$ cat src/design/fsc_pkg.sv
// Package for the single-precision sine and cosine unit.
// Holds the floating-point constants, the quadrant tag type and a shared helper function.
// No dependencies.
package fsc_pkg;

   localparam logic [31:0] TWO_OVER_PI = 32'h3F22F983;
   localparam logic [31:0] HALF_PI_HI  = 32'h3FC90FDB;
   localparam logic [31:0] HALF_PI_LO  = 32'hB33BBD2E;
   localparam logic [31:0] POS_HALF    = 32'h3F000000;
   localparam logic [31:0] NEG_HALF    = 32'hBF000000;
   localparam logic [31:0] POS_ONE     = 32'h3F800000;
   localparam logic [31:0] NEG_ZERO    = 32'h80000000;
   localparam logic [31:0] SIN_C3      = 32'hBE2AAAAB;
   localparam logic [31:0] SIN_C5      = 32'h3C088889;
   localparam logic [31:0] SIN_C7      = 32'hB9500D01;
   localparam logic [31:0] SIN_C9      = 32'h3638EF1D;
   localparam logic [31:0] COS_C2      = 32'hBF000000;
   localparam logic [31:0] COS_C4      = 32'h3D2AAAAB;
   localparam logic [31:0] COS_C6      = 32'hBAB60B61;
   localparam logic [31:0] COS_C8      = 32'h37D00D01;
   localparam logic [31:0] COS_C10     = 32'h3493F27E;
   localparam logic [31:0] DEFAULT_NAN = 32'hFFC00000;
   localparam logic [31:0] QUIET_BIT   = 32'h00400000;
   localparam logic [31:0] SAT_POS_K   = 32'h4F000000;
   localparam logic [31:0] SAT_NEG_K   = 32'hCF000000;

   typedef struct packed {
      logic zero;
      logic neg;
      logic cos;
   } tag_type;

   // Number of leading zeros of a 48-bit word; 48 when the word is zero.
   function automatic logic [5:0] lzc48(input logic [47:0] v);
      logic [5:0] n;
      n = 6'd48;
      for (int i = 0; i < 48; i++) begin
         if (v[i]) begin
            n = 6'(47 - i);
         end
      end
      return n;
   endfunction

endpackage

$ cat src/design/fsc_fmul.sv
// Three-stage single-precision multiplier, round to nearest even, with subnormals.
// Carries a side word and a valid bit alongside the product. Uses fsc_pkg.
module fsc_fmul #(
   parameter int SIDE_W = 1
) (
   input  logic              clock,
   input  logic              reset,
   input  logic              en,
   input  logic              in_valid,
   input  logic [31:0]       a,
   input  logic [31:0]       b,
   input  logic [SIDE_W-1:0] side_in,
   output logic              out_valid,
   output logic [31:0]       y,
   output logic [SIDE_W-1:0] side_out
);

   logic a_nan, b_nan, a_inf, b_inf, a_zero, b_zero, sgn_in;
   logic [23:0] ma, mb;
   logic [7:0] eae, ebe;
   logic [47:0] prod_in;
   logic signed [10:0] ez_in;
   logic spec_in;
   logic [31:0] specv_in;

   logic v1_ff, sgn1_ff, spec1_ff;
   logic [47:0] prod_ff;
   logic signed [10:0] ez_ff;
   logic [31:0] specv1_ff;
   logic [SIDE_W-1:0] side1_ff;

   assign a_nan  = (a[30:23] == 8'hFF) && (a[22:0] != 23'd0);
   assign b_nan  = (b[30:23] == 8'hFF) && (b[22:0] != 23'd0);
   assign a_inf  = (a[30:23] == 8'hFF) && (a[22:0] == 23'd0);
   assign b_inf  = (b[30:23] == 8'hFF) && (b[22:0] == 23'd0);
   assign a_zero = (a[30:0] == 31'd0);
   assign b_zero = (b[30:0] == 31'd0);
   assign sgn_in = a[31] ^ b[31];
   assign ma     = {a[30:23] != 8'd0, a[22:0]};
   assign mb     = {b[30:23] != 8'd0, b[22:0]};
   assign eae    = (a[30:23] == 8'd0) ? 8'd1 : a[30:23];
   assign ebe    = (b[30:23] == 8'd0) ? 8'd1 : b[30:23];
   assign prod_in = 48'(ma) * 48'(mb);
   assign ez_in  = $signed({3'b000, eae}) + $signed({3'b000, ebe}) - 11'sd126;

   always_comb begin
      spec_in  = 1'b1;
      specv_in = '0;
      if (a_nan) begin
         specv_in = a | fsc_pkg::QUIET_BIT;
      end else if (b_nan) begin
         specv_in = b | fsc_pkg::QUIET_BIT;
      end else if ((a_inf && b_zero) || (a_zero && b_inf)) begin
         specv_in = fsc_pkg::DEFAULT_NAN;
      end else if (a_inf || b_inf) begin
         specv_in = {sgn_in, 8'hFF, 23'd0};
      end else if (a_zero || b_zero) begin
         specv_in = {sgn_in, 31'd0};
      end else begin
         spec_in = 1'b0;
      end
   end

   always_ff @(posedge clock) begin
      if (reset) begin
         v1_ff <= 1'b0;
      end else if (en) begin
         v1_ff <= in_valid;
      end
      if (en) begin
         prod_ff   <= prod_in;
         ez_ff     <= ez_in;
         sgn1_ff   <= sgn_in;
         spec1_ff  <= spec_in;
         specv1_ff <= specv_in;
         side1_ff  <= side_in;
      end
   end

   logic [5:0] lz;
   logic signed [10:0] enorm, rtmp;
   logic [5:0] shl;
   logic [6:0] rsh;
   logic rmode, ovf_in;
   logic [7:0] ef_in;
   logic [95:0] wide;
   logic [47:0] pre;
   logic [23:0] mant_in;
   logic g_in, st_in;

   logic v2_ff, sgn2_ff, spec2_ff, ovf_ff, g_ff, st_ff;
   logic [23:0] mant_ff;
   logic [7:0] ef_ff;
   logic [31:0] specv2_ff;
   logic [SIDE_W-1:0] side2_ff;

   assign lz    = fsc_pkg::lzc48(prod_ff);
   assign enorm = ez_ff - $signed({5'b00000, lz});
   assign rtmp  = 11'sd1 - ez_ff;

   always_comb begin
      shl    = '0;
      rsh    = '0;
      rmode  = 1'b0;
      ovf_in = 1'b0;
      ef_in  = '0;
      if (enorm >= 11'sd1) begin
         shl    = lz;
         ovf_in = (enorm >= 11'sd255);
         ef_in  = enorm[7:0];
      end else if (ez_ff >= 11'sd1) begin
         shl = 6'(ez_ff - 11'sd1);
      end else begin
         rmode = 1'b1;
         rsh   = (rtmp > 11'sd49) ? 7'd49 : 7'(rtmp);
      end
   end

   assign wide    = {prod_ff, 48'd0} >> rsh;
   assign pre     = rmode ? wide[95:48] : (prod_ff << shl);
   assign mant_in = pre[47:24];
   assign g_in    = pre[23];
   assign st_in   = (|pre[22:0]) | (rmode & (|wide[47:0]));

   always_ff @(posedge clock) begin
      if (reset) begin
         v2_ff <= 1'b0;
      end else if (en) begin
         v2_ff <= v1_ff;
      end
      if (en) begin
         mant_ff   <= mant_in;
         g_ff      <= g_in;
         st_ff     <= st_in;
         ef_ff     <= ef_in;
         ovf_ff    <= ovf_in;
         sgn2_ff   <= sgn1_ff;
         spec2_ff  <= spec1_ff;
         specv2_ff <= specv1_ff;
         side2_ff  <= side1_ff;
      end
   end

   logic up;
   logic [30:0] packed_mag;
   logic [31:0] y_in;
   logic v3_ff;
   logic [31:0] y_ff;
   logic [SIDE_W-1:0] side3_ff;

   assign up         = g_ff & (st_ff | mant_ff[0]);
   assign packed_mag = {ef_ff, mant_ff[22:0]} + 31'(up);

   always_comb begin
      if (spec2_ff) begin
         y_in = specv2_ff;
      end else if (ovf_ff) begin
         y_in = {sgn2_ff, 8'hFF, 23'd0};
      end else begin
         y_in = {sgn2_ff, packed_mag};
      end
   end

   always_ff @(posedge clock) begin
      if (reset) begin
         v3_ff <= 1'b0;
      end else if (en) begin
         v3_ff <= v2_ff;
      end
      if (en) begin
         y_ff     <= y_in;
         side3_ff <= side2_ff;
      end
   end

   assign out_valid = v3_ff;
   assign y         = y_ff;
   assign side_out  = side3_ff;

endmodule

$ cat config.mk
export PLATFORM = sky130hd
export DESIGN_NAME = fsc_fmul
export DESIGN_NICKNAME = d
export VERILOG_FILES = /design/src/design/fsc_pkg.sv /design/src/design/fsc_fmul.sv
export SDC_FILE = /design/constraint.sdc
export NUM_CORES = 2
export LEC_CHECK = 0
export BUFFER_PORTS_ARGS = -buffer_cell sky130_fd_sc_hd__clkbuf_2
export CAP_MARGIN = 20
export CORE_ASPECT_RATIO = 2
export CORE_MARGIN = 3
export CORE_UTILIZATION = 59
export DETAILED_ROUTE_END_ITERATION = 6
export PLACE_DENSITY = 0.86
export SYNTH_ARGS = -nofsm -noshare
export SYNTH_HDL_FRONTEND = slang
export SYNTH_SLANG_ARGS = --single-unit
export TNS_END_PERCENT = 1
$ cat constraint.sdc
create_clock -name clock -period 12.9 [get_ports clock]
set_input_delay 0.645 -clock clock [delete_from_list [all_inputs] [get_ports clock]]
set_output_delay 0.645 -clock clock [all_outputs]
set_load 0.05 [all_outputs]
---- Word level (Yosys, flattened, before mapping) ----
Cells that the tools add are included.
word-level totals
  register bits ........................... 198
  input port bits ......................... 69
  word-level logic and storage cells ...... 130
operators by class
  $add $sub $neg .......................... 6
  $mul .................................... 1
  $lt $le $gt $ge ......................... 4
  equality and inequality tests ........... 2
  shift-type cells ........................ 2
  multiplexer cells ....................... 66
  bitwise logic cells ..................... 5
  reductions and logical operators ........ 23
operator list
  cell                   number
  $mux 6                 49
  $mux 32                6
  $shr 96x7->95          1
  $logic_not 31->1       2
  $mul 24x24->48         1
  $reduce_or 48->1       1
  $shl 48x6->47          1
  $mux 47                1
  $logic_not 23->1       2
  $reduce_bool 23->1     2
  $add 31x1->31          1
  $mux 31                1
  $reduce_or 23->1       1
  $mux 7                 3
  $eq 8x8->1 const B     2
  $logic_not 8->1        2
  $mux 8                 2
  $reduce_bool 8->1      2
  $ge 11x2->1 const B    1
  $ge 11x9->1 const B    1
  $gt 11x7->1 const B    1
  $sub 10x7->11          1
  $sub 2x10->11 const A  1
  $ge 10x2->1 const B    1
  other kinds (12)       23

---- Longest topological paths before layout ----
  depth after elaboration ................. 55
  gate-level depth with buffers ........... 32
  gate-level depth less buffers ........... 30

---- Worst setup path after synthesis ----
OpenSTA, ideal clock, no wires.
  path type ............................... input to register
  from .................................... in b[3]
  to ...................................... reg prod_ff[44], data pin
  library setup time ...................... 261 ps
  arrival ................................. 8,014 ps
  slack ................................... 4,625 ps
  cell stages on the path ................. 29
  path buffers ............................ 2
  cells stage by stage .................... clkbuf_1 -> clkbuf_1 -> nand2_1 -> fa_1 -> inv_1 -> fa_1 -> fa_1 -> fa_1 -> fa_1 -> inv_1 -> fa_1 -> inv_1 -> fa_1 -> ha_1 -> a21o_1 -> a21oi_1 -> nand2_1 -> a41oi_1 -> nor3_1 -> a211oi_1 -> nand4b_1 -> a211oi_1 -> o311ai_1 -> a21oi_1 -> nor3b_1 -> or4_1 -> a31oi_1 -> nor3_1 -> a311o_1
between the ends
  word-level cells in the longest chain between the ends .. 1
RTL lines
  item                    RTL line        text
  start: declaration      fsc_fmul.sv:11  input logic [31:0] b,
  $mul 24x24->48          fsc_fmul.sv:43  assign prod_in = 48'(ma) * 48'(mb);
  net prod_in[44]         fsc_fmul.sv:21  logic [47:0] prod_in;
  end signal: assignment  fsc_fmul.sv:71  prod_ff <= prod_in;
  end: declaration        fsc_fmul.sv:27  logic [47:0] prod_ff;
The timed path passes the listed nets, and every way through them passes these cells.
A chain may end at the register's enable or synchronous reset.

---- Worst setup path in the final report ----
  from .................................... reg prod_ff[20]
  to ...................................... reg st_ff, data pin
between the ends
  word-level cells in the longest chain between the ends .. 35
  elaborated cells between the ends (all ways) .. 40
RTL lines
  item                                             RTL line                          text
  $mux 6 (28 in series)                            fsc_pkg.sv:38                     if (v[i]) begin
  $sub 10x7->11                                    fsc_fmul.sv:98                    assign enorm = ez_ff - $signed({5'b00000, lz});
  $ge 11x2->1                                      fsc_fmul.sv:107                   if (enorm >= 11'sd1) begin
  $mux 7 or $mux 6 (tied branches)                 fsc_fmul.sv:107
  $shr 96x7->95 or $shl 48x6->47 (tied branches)   fsc_fmul.sv:119, fsc_fmul.sv:120
  $reduce_or 48->1 or $mux 47 (tied branches)      fsc_fmul.sv:123, fsc_fmul.sv:120
  $and 1x1->1 or $reduce_or 23->1 (tied branches)  fsc_fmul.sv:123                   assign st_in = (|pre[22:0]) | (rmode & (|wide[47:0]));
  $or 1x1->1 (*)                                   fsc_fmul.sv:123
  net st_in                                        fsc_fmul.sv:89                    logic g_in, st_in;
  end signal: assignment                           fsc_fmul.sv:134                   st_ff <= st_in;
  end: declaration                                 fsc_fmul.sv:91                    logic v2_ff, sgn2_ff, spec2_ff, ovf_ff, g_ff, st_ff;
The timed path passes the listed nets; every way through them passes the cells marked *.

==> summary.md <==
| Metric | Value |
|---|---|
| Endpoint of the worst hold-timing path | `out_valid` |
| Core Box Area | `58180 um^2` |
| Deepest level of the CTS H-tree | `4` |
| Most used cells in the layout excluding fill and tap cells | `sky130_fd_sc_hd__inv_1 (550), sky130_fd_sc_hd__nand2_1 (534), sky130_fd_sc_hd__fa_1 (484)` |
| Total Negative Setup Slacks | `0 ns` |
| Area overhead of the layout relative to synthesis | `4.179%` |
| Number of max-cap violations | `0` |
| Total number of yosys warnings | `0` |
| Mapped cell area | `34820 um^2` |
| Start point of the worst min-delay path | `reset` |
| Port Buffer Count | `102` |
| Startpoint kind of the worst setup timing path | `flop` |
| Flip-flop cell with the highest count after synthesis | `sky130_fd_sc_hd__edfxtp_1` |
| Die Y | `349.6 um` |
| Fin. Hold Viols | `0` |
| Number of design-rule violations left by the first detailed-router iteration | `3981` |
| Wirelength, routed | `137.2 mm` |
| Area used by sequential logic in the layout | `between 5000 and 6000 um^2` |
| CTS tree | `built` |
| Synth cell types | `~100` |
| Post-CTS resize count | `0` |
| Top fanout value on the critical path | `61` |
| Critical register-to-register path startpoint | `prod_ff[20]` |
| Top cell type's share of synthesized area | `around 28%` |
| Layout cells sized above 1 | `6.957%` |
| Leading cell type in the layout, fill and taps excluded | `sky130_fd_sc_hd__inv_1` |
| Clock buffers created by TritonCTS | `25` |
| Required time of the critical path | `13.11 ns` |
| RSZ-0062 raised after global routing | `false` |
| Arrival time of the worst setup path | `10.24 ns` |
| Synthesized area per cell | `8.859 um^2` |
| Clk Latency, worst-skew pair | `0.55 ns` |
| Crit path capture type | `flop` |
| Hold path depth | `2` |
| Highest Clock Rate | `99.72 MHz` |
| Worst-case clock buffer depth | `3` |
| Crit share post-route | `77.74%` |
| Multi-input combinational cell area | `25620 um^2` |
| Global-route total usage across every layer | `45.57%` |
| Clock input transition at the sequential cells of the worst setup and hold paths | `0.08 ns` |
| Number of slew-limit violations in the final report | `3` |
| Vias in the first global route | `33006` |
| Register bit total from synthesis | `~200` |
| Pin count of the biggest net entering global routing | `85` |
| Detail-routed net length per standard cell | `29.94 um` |
| Row cnt | `between 100 and 150` |
| Number of synthesized flops with an enable pin | `195` |
| Total placed instance area | `35450 um^2` |
| Clock tree skew after final layout | `about 0.035 ns` |
| Number of fill cells | `between 4000 and 5000` |
| Routed vias | `roughly 31000` |
| Antenna-violating nets left | `0` |
| Routability congestion estimate | `~1.1` |
| Vias per cell | `6.873` |
| Horiz. Die Dim | `177.8 um` |
| Class of the tightest hold or removal check | `in2reg` |
| Post-synthesis instance total | `3931` |
| Hold-fix buffer count after cts | `0` |
| Finished layout cell area | `36280 um^2` |
| Die area | `62150 um^2` |
| R2r setup slk | `between 2 and 3 ns` |
| Gr ovfl total | `0` |
| Violations in the final reports | `DRC, slew limit` |
| Final number of setup-violating endpoints | `0` |
| Tmin final | `10.03 ns` |
| Number of antenna violations at the first check in global routing | `18` |
| Post-CTS Repair Setup Buffers | `0` |
| CTS root buffer | `sky130_fd_sc_hd__clkbuf_16` |
| Outcome | `complete, but fails checks` |
| Initial core utilization | `59.86%` |
| Standard cell with the maximum stage delay on the critical path | `sky130_fd_sc_hd__o21ai_0` |
| Main area contributors after synthesis | `sky130_fd_sc_hd__fa_1 (28%), sky130_fd_sc_hd__edfxtp_1 (17%), sky130_fd_sc_hd__ha_1 (7.2%), sky130_fd_sc_hd__inv_1 (5.9%), sky130_fd_sc_hd__nand2_1 (5.8%)` |
| CTS sink cnt | `between 150 and 200` |
| Least-Margin Pin Slew | `between 1.5 and 2 ns` |
| Total nets after synthesis | `4684` |
| Startpoint-to-endpoint class of the critical path | `reg2reg` |
| Post-synthesis cell type with the largest combined area | `sky130_fd_sc_hd__fa_1` |
| Final HPWL from detailed placement | `between 90 and 100 mm` |
| Crit-path max cell delay | `approximately 1.1 ns` |
| Largest delay share family, worst path | `compound AO/OA/AOI/OAI gates` |
| Number of optimization iterations in the first detailed-route pass | `7` |
| Endpoint of the most critical register-to-register path | `st_ff` |
| Cells on worst reg2reg path | `26` |
| Global-route wire length before repair | `~210 mm` |
| Share of synthesized area occupied by flip-flops and latches | `around 17%` |
| # IOs | `103` |
| Cell depth of the worst setup path | `26` |
| Fin nets | `~4600` |
| DRC errors left | `23` |
| Top cell by count, worst path | `sky130_fd_sc_hd__o211ai_1` |
| Worst Path Buf+Inv | `4` |
| Share of flip-flops with an asynchronous set or reset after synthesis | `0%` |
| Worst rel slew slack | `-5.030%` |
## worst register-to-register path: cells and delay by family (launching register included)
kind | cells | cell delay [ns]
AOI/OAI and AO/OA | 14 | 5.27
buffers and inverters | 4 | 1.48
and+or+nand+nor | 5 | 1.33
DFF | 1 | 0.74
adders and majority gates | 2 | 0.44
muxes | 1 | 0.44
## Yosys cell counts, drive strengths merged, types with 36 or more instances
library cell    n
o21ai          97
xnor2          62
a21oi         137
fa            484
nand3          89
nor4           41
edfxtp        195
a22o           51
clkbuf        238
mux2i         161
nand4          36
and2          233
inv           551
nor3           44
a31oi          37
o211ai         41
ha            200
nor2          176
a211oi         40
nand2         534
buf            75
## stage by stage
stage | utilization (%) | cells | setup WS, ns | hold WS (ns)
after floorplan | - | 3931 | 4.625 | 0.4003
after global placement | 60.89 | 4530 | 3.437 | 0.4012
after detailed placement | 60.93 | 4532 | 3.332 | 0.4045
after CTS | 62.15 | 4563 | 3.811 | 0.3155
after global routing | 62.31 | 4572 | 2.836 | 0.2998
final | 62.36 | 4582 | 2.872 | 0.2948
## kinds of logic (layout without fill, tap and decap cells)
group | count (synthesis) | in the layout | share of synthesized area, %
DFF | 198 | 198 | 16.99
AOI/OAI and AO/OA | 657 | 657 | 13.28
buffers and inverters | 864 | 742 | 9.654
adders and majority gates | 684 | 684 | 35.01
other | 0 | 11 | 0
xor gates and xnor gates | 88 | 88 | 2.213
and+or+nand+nor | 1264 | 1264 | 17.68
muxes | 176 | 176 | 5.177
## routing by layer
layer	vias up	global-route usage (%)	share of wire (%)
met1	15123	43.24	28
met5	-	0.08013	0.034
met3	1175	19.21	11
met2	2334	71.46	46
met4	6	45.82	14
li1	12853	-	-
## final cells by class
class,count,share of cell area (%)
Inverter,551,5.701
Sequential cell,198,16.31
Clock inverter,6,0.2345
Antenna cell,11,0.07587
Multi-Input combinational cell,2869,70.62
Clock buffer,25,1.724
Tap cell,762,2.628
Timing Repair Buffer,160,2.711
## registers in the layout, summed over array words and instances, names as in the netlist, 8 cells and up
signal and cells:
specv1_ff 32, mant_ff 23, prod_ff 48, ef_ff 8, ez_ff 10, specv2_ff 32, y 32
## worst max-delay path by stage
stage	from	end	slack, ns
after floorplan	b[3]	prod_ff[44]	4.63
after global placement	a[9]	prod_ff[45]	3.44
after detailed placement	b[13]	prod_ff[45]	3.33
after CTS	b[13]	prod_ff[45]	3.81
after global routing	prod_ff[20]	st_ff	2.84
final	prod_ff[20]	st_ff	2.87
Power is left out: the tool's default activity adds up to more than one toggle a clock period on the data nets, which glitch-free logic cannot reach.
